## src/rtl/assert_macros.svh

```systemverilog
// Assertion helpers, clocked on clk and disabled during rst.
`ifndef ASSERT_MACROS_SVH
`define ASSERT_MACROS_SVH

// Property that must hold in every cycle
`define ASSERT_ALWAYS(lbl, prop, msg) \
  lbl: assert property (@(posedge clk) disable iff (rst) (prop)) else $error(msg);

// Same-cycle implication
`define ASSERT_IMPL(lbl, ante, cons, msg) \
  lbl: assert property (@(posedge clk) disable iff (rst) (ante) |-> (cons)) else $error(msg);

// Next-cycle implication
`define ASSERT_NEXT(lbl, ante, cons, msg) \
  lbl: assert property (@(posedge clk) disable iff (rst) (ante) |=> (cons)) else $error(msg);

`endif

```

## src/rtl/tav_pkg.sv

```systemverilog
package tav_pkg;

  // Geometry
  localparam int Axes      = 4;
  localparam int HistDepth = 5;
  localparam int TimeBits  = 32;

  // Field widths
  localparam int AxisW = 2;
  localparam int PosW  = 16;
  localparam int TsW   = 32;
  localparam int VelW  = 16;

  // Arithmetic sizing
  localparam int UsecPerSec = 1000000;
  localparam int UsecW      = 20;
  localparam int MagW       = PosW + 1;
  localparam int ProdW      = MagW + UsecW;
  localparam int StepW      = $clog2(ProdW + 1);

  // History memory sizing
  localparam int SlotW    = (HistDepth > 1) ? $clog2(HistDepth) : 1;
  localparam int AxIdxW   = (Axes > 1) ? $clog2(Axes) : 1;
  localparam int MemDepth = Axes * HistDepth;
  localparam int AddrW    = (MemDepth > 1) ? $clog2(MemDepth) : 1;

  // Saturation limits
  localparam logic [ProdW-1:0] PosLimit = ProdW'(2 ** (VelW - 1) - 1);
  localparam logic [ProdW-1:0] NegLimit = ProdW'(2 ** (VelW - 1));
  localparam logic signed [VelW-1:0] VelMaxS = {1'b0, {(VelW - 1){1'b1}}};
  localparam logic signed [VelW-1:0] VelMinS = {1'b1, {(VelW - 1){1'b0}}};

  typedef enum logic {
    CMD_SAMPLE = 1'b0,
    CMD_CLEAR  = 1'b1
  } cmd_t;

  typedef struct packed {
    cmd_t                   cmd;
    logic [AxisW-1:0]       axis;
    logic signed [PosW-1:0] position;
    logic [TsW-1:0]         timestamp;
  } sample_t;

  typedef struct packed {
    logic signed [VelW-1:0] velocity;
    logic                   saturated;
  } result_t;

  typedef struct packed {
    logic signed [PosW-1:0] pos;
    logic [TimeBits-1:0]    ts;
  } hist_t;

  // Flat history address: one row of HistDepth slots per axis
  function automatic logic [AddrW-1:0] mem_addr(input logic [AxisW-1:0] ax,
                                                input logic [SlotW-1:0] slot);
    return AddrW'(int'(ax) * HistDepth + int'(slot));
  endfunction

  function automatic logic axis_ok(input logic [AxisW-1:0] ax);
    return int'(ax) < Axes;
  endfunction

endpackage

```

## src/rtl/touch_axis_velocity.sv

```systemverilog
// Sequence: a moving sample's request is taken, then read, multiply, a 37-step restoring
// divide and finish; a clear item goes straight to finish, the first sample on an axis
// does a five-entry history fill before finish, and equal timestamps skip the divide.
// Flow: sample_stall is high outside idle, so a new request is taken only after the last
// one has finished; finish also waits while an unread result is held by result_stall.
// Reset: rst (synchronous) marks every axis inactive; history memory is not cleared.
`include "assert_macros.svh"

module touch_axis_velocity import tav_pkg::*; (
  input  logic    clk,
  input  logic    rst,
  input  sample_t sample,
  input  logic    sample_valid,
  output logic    sample_stall,
  output result_t result,
  output logic    result_valid,
  input  logic    result_stall
);

  typedef enum logic [2:0] {
    ST_IDLE,
    ST_FILL,
    ST_READ,
    ST_MUL,
    ST_DIV,
    ST_FIN
  } state_t;

  state_t               state;
  sample_t              req;
  logic [Axes-1:0]      active;
  logic [SlotW-1:0]     ptr [Axes];
  logic [SlotW-1:0]     fill_slot;
  logic                 zero_res;
  logic                 neg;
  logic [MagW-1:0]      mag;
  logic [TimeBits-1:0]  dt;
  logic [ProdW-1:0]     quo;
  logic [TimeBits-1:0]  rem;
  logic [StepW-1:0]     step;

  // History memory: circular buffer per axis, ptr marks the oldest slot
  hist_t                mem [MemDepth];
  hist_t                rd_data;
  hist_t                wr_data;
  logic [AddrW-1:0]     rd_addr;
  logic [AddrW-1:0]     wr_addr;
  logic                 wr_en;

  logic                 accept;
  logic [AxIdxW-1:0]    in_ax;
  logic [AxIdxW-1:0]    req_ax;
  logic signed [MagW-1:0] dp;
  logic [TimeBits:0]    rem_sh;
  logic                 rem_ge;
  result_t              result_next;

  assign sample_stall = (state != ST_IDLE);
  assign accept       = sample_valid && !sample_stall;
  assign in_ax        = AxIdxW'(sample.axis);
  assign req_ax       = AxIdxW'(req.axis);

  // Memory ports
  assign rd_addr = mem_addr(sample.axis, ptr[in_ax]);
  assign wr_en   = (state == ST_FILL) || (state == ST_READ);
  assign wr_addr = (state == ST_FILL) ? mem_addr(req.axis, fill_slot)
                                      : mem_addr(req.axis, ptr[req_ax]);
  assign wr_data = '{pos: req.position, ts: TimeBits'(req.timestamp)};

  always_ff @(posedge clk) begin
    if (wr_en) begin
      mem[wr_addr] <= wr_data;
    end
    rd_data <= mem[rd_addr];
  end

  // Position difference against the oldest kept sample
  assign dp = $signed({req.position[PosW-1], req.position})
            - $signed({rd_data.pos[PosW-1], rd_data.pos});

  // One restoring divide step
  assign rem_sh = {rem, quo[ProdW-1]};
  assign rem_ge = (rem_sh >= {1'b0, dt});

  // Saturate the quotient to the result width
  always_comb begin
    result_next = '{velocity: '0, saturated: 1'b0};
    if (!zero_res) begin
      if (!neg) begin
        if (quo > PosLimit) begin
          result_next = '{velocity: VelMaxS, saturated: 1'b1};
        end else begin
          result_next.velocity = VelW'(quo[VelW-1:0]);
        end
      end else begin
        if (quo > NegLimit) begin
          result_next = '{velocity: VelMinS, saturated: 1'b1};
        end else begin
          result_next.velocity = VelW'(~quo[VelW-1:0] + 1'b1);
        end
      end
    end
  end

  // Sequencer
  always_ff @(posedge clk) begin
    if (rst) begin
      state        <= ST_IDLE;
      active       <= '0;
      result_valid <= 1'b0;
      for (int i = 0; i < Axes; i++) begin
        ptr[i] <= '0;
      end
    end else begin
      // finish state reloads the output itself when the old result leaves
      if (result_valid && !result_stall && state != ST_FIN) begin
        result_valid <= 1'b0;
      end
      unique case (state)
        ST_IDLE: begin
          if (accept) begin
            req <= sample;
            if (sample.cmd == CMD_CLEAR) begin
              active   <= '0;
              zero_res <= 1'b1;
              state    <= ST_FIN;
            end else if (!axis_ok(sample.axis)) begin
              zero_res <= 1'b1;
              state    <= ST_FIN;
            end else if (!active[in_ax]) begin
              active[in_ax] <= 1'b1;
              ptr[in_ax]    <= '0;
              fill_slot     <= '0;
              zero_res      <= 1'b1;
              state         <= ST_FILL;
            end else begin
              zero_res <= 1'b0;
              state    <= ST_READ;
            end
          end
        end
        ST_FILL: begin
          if (fill_slot == SlotW'(HistDepth - 1)) begin
            state <= ST_FIN;
          end else begin
            fill_slot <= fill_slot + 1'b1;
          end
        end
        ST_READ: begin
          // new sample overwrites the oldest slot this cycle
          if (ptr[req_ax] == SlotW'(HistDepth - 1)) begin
            ptr[req_ax] <= '0;
          end else begin
            ptr[req_ax] <= ptr[req_ax] + 1'b1;
          end
          dt    <= TimeBits'(req.timestamp) - rd_data.ts;
          neg   <= dp[MagW-1];
          mag   <= dp[MagW-1] ? MagW'(-dp) : MagW'(dp);
          state <= ST_MUL;
        end
        ST_MUL: begin
          quo  <= ProdW'(mag) * ProdW'(UsecPerSec);
          rem  <= '0;
          step <= StepW'(ProdW - 1);
          if (dt == '0) begin
            zero_res <= 1'b1;
            state    <= ST_FIN;
          end else begin
            state <= ST_DIV;
          end
        end
        ST_DIV: begin
          rem  <= rem_ge ? TimeBits'(rem_sh - {1'b0, dt}) : rem_sh[TimeBits-1:0];
          quo  <= {quo[ProdW-2:0], rem_ge};
          step <= step - 1'b1;
          if (step == '0) begin
            state <= ST_FIN;
          end
        end
        ST_FIN: begin
          if (!result_valid || !result_stall) begin
            result       <= result_next;
            result_valid <= 1'b1;
            state        <= ST_IDLE;
          end
        end
        default: state <= ST_IDLE;
      endcase
    end
  end

  // Checks
  `ASSERT_IMPL(a_sat_at_limit, result_valid && result.saturated, result.velocity == VelMaxS || result.velocity == VelMinS, "saturated result not at a limit")
  `ASSERT_NEXT(a_clear_drops_axes, accept && sample.cmd == CMD_CLEAR, active == '0, "clear left an axis active")
  `ASSERT_NEXT(a_new_axis_fills, accept && sample.cmd == CMD_SAMPLE && axis_ok(sample.axis) && !active[in_ax], state == ST_FILL, "inactive axis skipped history fill")
  `ASSERT_IMPL(a_rem_below_dt, state == ST_DIV, rem < dt, "divider remainder not below divisor")

endmodule
```

## config.mk

```make
export PLATFORM = sky130hd
export DESIGN_NAME = touch_axis_velocity
export DESIGN_NICKNAME = d
export VERILOG_FILES = /design/src/rtl/tav_pkg.sv /design/src/rtl/touch_axis_velocity.sv
export VERILOG_INCLUDE_DIRS = /design/src /design/src/rtl
export SDC_FILE = /design/constraint.sdc
export NUM_CORES = 2
export LEC_CHECK = 0
export BUFFER_PORTS_ARGS = -buffer_cell sky130_fd_sc_hd__buf_2
export CAP_MARGIN = 10
export CORE_ASPECT_RATIO = 2
export CORE_UTILIZATION = 30
export DETAILED_ROUTE_END_ITERATION = 10
export MAX_ROUTING_LAYER = met4
export PLACE_DENSITY = 0.44
export SETUP_SLACK_MARGIN = 0.2
export SYNTH_ARGS = -nofsm -noshare
export SYNTH_HDL_FRONTEND = slang
export SYNTH_SLANG_ARGS = --single-unit
```

## constraint.sdc

```tcl
create_clock -name clk -period 17.2 [get_ports clk]
set_input_delay 1.72 -clock clk [delete_from_list [all_inputs] [get_ports clk]]
set_output_delay 1.72 -clock clk [all_outputs]
set_load 0.05 [all_outputs]
```

# Word-level counts from Yosys, hierarchy flattened
# Memories as Yosys holds them, arrays and structs flattened. A register that Yosys moved wholly into a read port is not among the register bits.
# Index checks and enable logic that the tools add are counted.
[word_totals]
mem_bits_ro = 0
memories = 2
ram_bits = 972
regBits = 204
inputBits = 55
latchBits = 0
out_inout_bits = 19
[op_classes]
n_div = 0
n_reduce_logical = 26
eq_ne = 17
n_lt_le_gt_ge = 5
addsub = 11
n_bitwise = 4
shift = 0
n_mul = 3
n_mux = 63
[mem_list]
columns = ["name", "depth", "word_bits", "read_ports", "rd_clocked_by_memory_dff", "wr", "line_no", "rtl"]
rows = [
  ["mem", 20, 48, 1, 1, 1, "touch_axis_velocity.sv:43", "hist_t mem [MemDepth];"],
  ["ptr", 4, 3, 2, 1, 4, "touch_axis_velocity.sv:32", "logic [SlotW-1:0] ptr [Axes];"],
]
[op_table]
columns = ["cell", "count"]
rows = [
  ["one-hot mux 37 bit (2 select lines)", 1],
  ["one-hot mux 32 bit (2 select lines)", 1],
  ["subtractor 32 bit", 2],
  ["two-way mux 16 bit", 3],
  ["greater-than comparator 37 x 15 -> 1 bit, second input constant", 1],
  ["greater-than comparator 37 x 16 -> 1 bit, second input constant", 1],
  ["two-way mux 3 bit", 12],
  ["greater-or-equal comparator 33 x 32 -> 1 bit", 1],
  ["zero test 32 bit", 1],
  ["two-way mux 32 bit", 1],
  ["multiplier 17 x 14 -> 31 bit, second input constant", 1],
  ["two-way mux 1 bit", 31],
  ["one-hot mux 3 bit (6 select lines)", 1],
  ["two-way mux 17 bit", 1],
  ["negator 17 bit", 1],
  ["subtractor 16 x 16 -> 17 bit", 1],
  ["adder 16 x 1 -> 16 bit, second input constant", 1],
  ["inequality test 2 bit, second input constant", 8],
  ["NOT 16 bit", 1],
  ["== test 3 bit, second input constant", 4],
  ["one-hot mux 6 bit (2 select lines)", 1],
  ["adder 5 x 3 -> 5 bit", 2],
  ["multiplier 2 x 3 -> 5 bit, second input constant", 2],
  ["AND reduction 3 bit", 3],
  ["30 further kinds", 47],
]

# Depth between registers and ports, before layout
[logic_depth]
depth_word = 11
depth_mapped = 21

# Worst setup path after synthesis
# Ideal clock, no wire load.
[synth_path]
kind = "input to register"
start = "input rst"
end = "register quo[0], enable pin"
setup_ns = 0.533
slack_ns = 10.921
cell_stages = 3
required_time_ns = 16.667
arrival_ns = 5.747
path_cell_list = "clkbuf_1 clkbuf_1 a21oi_1"
[synth_between]
elab_chain_cells = 2
[synth_lines]
columns = ["element", "line_no", "rtl"]
rows = [
  ["start: declaration", "touch_axis_velocity.sv:11", "input logic rst,"],
  ["NOT 1 bit (no source line)", "n/a", ""],
  ["AND reduction 2 bit (no source line)", "n/a", ""],
  ["end signal: assignment", "touch_axis_velocity.sv:162", "quo <= ProdW'(mag) * ProdW'(UsecPerSec);"],
  ["end signal: assignment", "touch_axis_velocity.sv:174", "quo <= {quo[ProdW-2:0], rem_ge};"],
  ["end: declaration", "touch_axis_velocity.sv:38", "logic [ProdW-1:0] quo;"],
]
# No other way between the ends.
# A chain may end at the register's enable or synchronous reset.

# Worst setup path in the final report
[layout_path]
start = "input sample[48] in the netlist's numbering"
end = "register, netlist name rd_data[43]"
[layout_between]
elab_chain_cells = 2
[layout_lines]
columns = ["element", "line_no", "rtl"]
rows = [
  ["start: declaration", "touch_axis_velocity.sv:12", "input sample_t sample,"],
  ["multiplier 2 x 3 -> 5 bit or memory (4 x 3 bit) (tied branches)", "n/a", ""],
  ["adder 5 x 3 -> 5 bit *", "tav_pkg.sv:58", "return AddrW'(int'(ax) * HistDepth + int'(slot));"],
]
# Mark *: on every way between the ends. The rest lies on a longest branch, timed or not.

==> run_results.csv <==
group,metric,value,unit
run_status,status,"finished, final reports clean",
synthesis,syn_nets,3529,
pwr,peakVddDrop,0.00008281,V
timing,rsz0062_at_grt,"false",
placed_design,placed_area,58320,um^2
timing,setup_viol,0,
synthesis,netlist_area,54800,um^2
die,rows,221,
clock_network,cts-buffers-inserted,115,
drt,vias,28380,
die,io_pins,74,
timing,fmax,155.9,MHz
drt,ant_nets,0,
cells_and_area,layout-drive-gt1-share,20.59,%
global_route,grt_busiest_layer,"met2",
hold_path,min_path_type,"flop to flop",
setup_path,required,17.79,ns
drt,dr.pass1.iters,5,
setup_path,crit_type,"input port to flop",
setup_path,worstSetupStartpointType,"input port",
die,die_h,606.4,um
global_route,grt_pass1_vias,30970,
flow_run,drv_cap,0,
setup_path,crit_path_end_kind,"flop",
die,fp.dieArea,184500,um^2
timing,layout_setup_ws,10.79,ns
cells_and_area,synthToLayoutAreaGrowth,13.68,%
clock_network,cts_tree,"yes",
global_route,antenna_found_initial,2,
clock_network,path_clk_slew,0.07,ns
die,initial_core_util,30.21,%
drt,drc_errors,0,
setup_path,cp_max_fo,39,
timing,max_slew_margin,21.85,%
placed_design,dp_hpwl,89410,um
global_route,grt_pass1_wl,216600,um
pwr,p_leak,21.28,nW
synthesis,synth_edf_count,1168,
drt,drt_iter0_markers,1721,
cells_and_area,final_cell_area,62300,um^2
synthesis,syn_inst,3200,
clock_network,cts_resized,0,
clock_network,insertion_delay,0.77,ns
global_route,grt_util_met2,31.82,%
synthesis,ys_seq_elements,1226,
placed_design,gp_congestion,0.7955,
timing,worstMarginPinSlew,1.169,ns
synthesis,ys_seq_area_share,66.12,%
cells_and_area,fin_nets,3661,
placed_design,dp_slack,9.857,ns
global_route,grt_use_met3,1.747,%
synthesis,synthDistinctLibCells,81,
die,die_w,304.2,um
clock_network,cts_hold_buf,0,
global_route,grtUsageMet1,18.27,%
clock_network,clock_sinks,1226,
timing,finalHoldWorstSlack,0.4736,ns
synthesis,synthArstFlopShare,0,%
die,core,181400,um^2
timing,finalHoldViolCount,0,
synthesis,avgSynthCellArea,17.13,um^2
timing,fin_setup_tns,0,ns
global_route,grt_max_degree,117,
synthesis,ys_warn_count,0,
timing,min_period_over_period,37.28,%
drt,wire_per_inst,25.76,um
cells_and_area,most-common-layout-cells,"edfxtp_1 (1168), mux4_2 (295), inv_1 (211)",
clock_network,cts_max_level,3,
clock_network,cts_setup_buffers,0,
global_route,grt_overflow,0,
placed_design,numPortBuffers,73,
drt,vias_per_cell,4.912,
global_route,grt_usage,16.68,%
timing,min_period,6.413,ns
pwr,power_density,136.9,nW/um^2
clock_network,cts_root_buf,"clkbuf_16",
timing,slew_viol_final,0,
cells_and_area,final_common_cell,"edfxtp_1",
timing,skew,0.07880,ns
synthesis,synth_flop_cell,"edfxtp_1",
setup_path,arrival,7.01,ns
clock_network,cts.path.max_buffers,3,
drt,routed_wl,148800,um
cells by family (layout without fill, tap and decap cells):
logic type | Yosys count | in the layout | share of synthesized area [%]
AOI/OAI and AO/OA | 422 | 422 | 4.831
xor gates and xnor gates | 116 | 116 | 1.854
adders and majority gates | 274 | 274 | 7.160
buffers and inverters | 327 | 561 | 2.308
DFF | 1226 | 1226 | 66.12
muxes | 365 | 365 | 13.52
other | 0 | 2 | 0
and+or+nand+nor | 470 | 470 | 4.210
cell usage after synthesis, drive strengths merged, types with 8 or more instances:
cell type     n  area, um^2
a21o         56       421.7
nor3         25       135.1
clkbuf       82       307.8
mux2         51       574.3
nor2b        22       137.6
ha          208        2603
mux2i        19       190.2
nor4         15       106.4
nand2b       24       150.1
a31oi        21       131.4
o21bai        9       67.56
a211oi       17       132.6
nand3b        9       67.56
nand2       112       422.9
edfxtp     1168       35070
xnor2        72       630.6
o21a         18       135.1
nand3        26       130.1
xor2         44       385.4
inv         211       792.0
or3          18       117.6
nor2        155       581.8
dfxtp        58        1161
o21ai        84       435.4
mux4        295        6644
a21oi       142       710.7
nor3b         9       83.83
and3         14       87.58
nand4        17       106.4
o211ai       14       105.1
fa           66        1321
o31ai         8       60.06
buf          33       161.4
cell type report:
type / count / area [um^2]
fillers: 17330 / 119100
flip-flops and latches: 1226 / 36230
multi-input cells: 1647 / 17560
clock buffers: 150 / 3131
well taps: 2341 / 2929
clock inverters: 69 / 839.6
repair buffers: 130 / 805.8
inverters: 212 / 795.8
diodes: 2 / 5.005
final timing paths:
path	from	end	slack (ns)	cells after the start
setup / recovery	sample[48]	rd_data[43]	10.79	9
hold reg to reg	active[0]	active[0]	0.47	2
setup reg to reg	mag[2]	quo[36]	11.12	20
hold / removal	active[0]	active[0]	0.47	2
critical path, cell delays in order:
cell and delay (ns):
buf_2 0.28, mux4_2 0.58, ha_4 0.77, buf_4 0.82, buf_4 0.76, buf_4 0.61, mux4_2 0.58, mux4_2 0.47
mux2_2 0.27
flip-flops by register name, indices dropped and copies added, names as in the netlist, 6 cells and up, named ones only:
register  cells
req          48
dt           32
step          6
result       17
rem          32
mag          17
quo          37
ptr          12
rd_data      48
mem         960
per-layer routing:
layer | vias to the layer above | routed length, um
met2 | 423 | 84120
met4 | 0 | 3356
met5 | - | 0
li1 | 12770 | -
met3 | 169 | 3901
met1 | 15020 | 57460
per-stage QoR:
stage,utilization (%),total power [mW],std cells
after floorplan,-,5.228,3200
after CTS,34.34,8.674,5775
final,34.35,8.527,5777
after global placement,32.15,5.934,5556
after global routing,34.35,8.915,5777
after detailed placement,32.15,5.946,5556
where the power goes:
group | leakage [nW] | internal [mW] | switching (mW)
registers | 11.0 | 3.64 | 0.153
logic | 8.33 | 0.830 | 1.20
clock network | 1.91 | 1.51 | 1.20
total | 21.3 | 5.98 | 2.55
(Power assumes the default switching activity.)
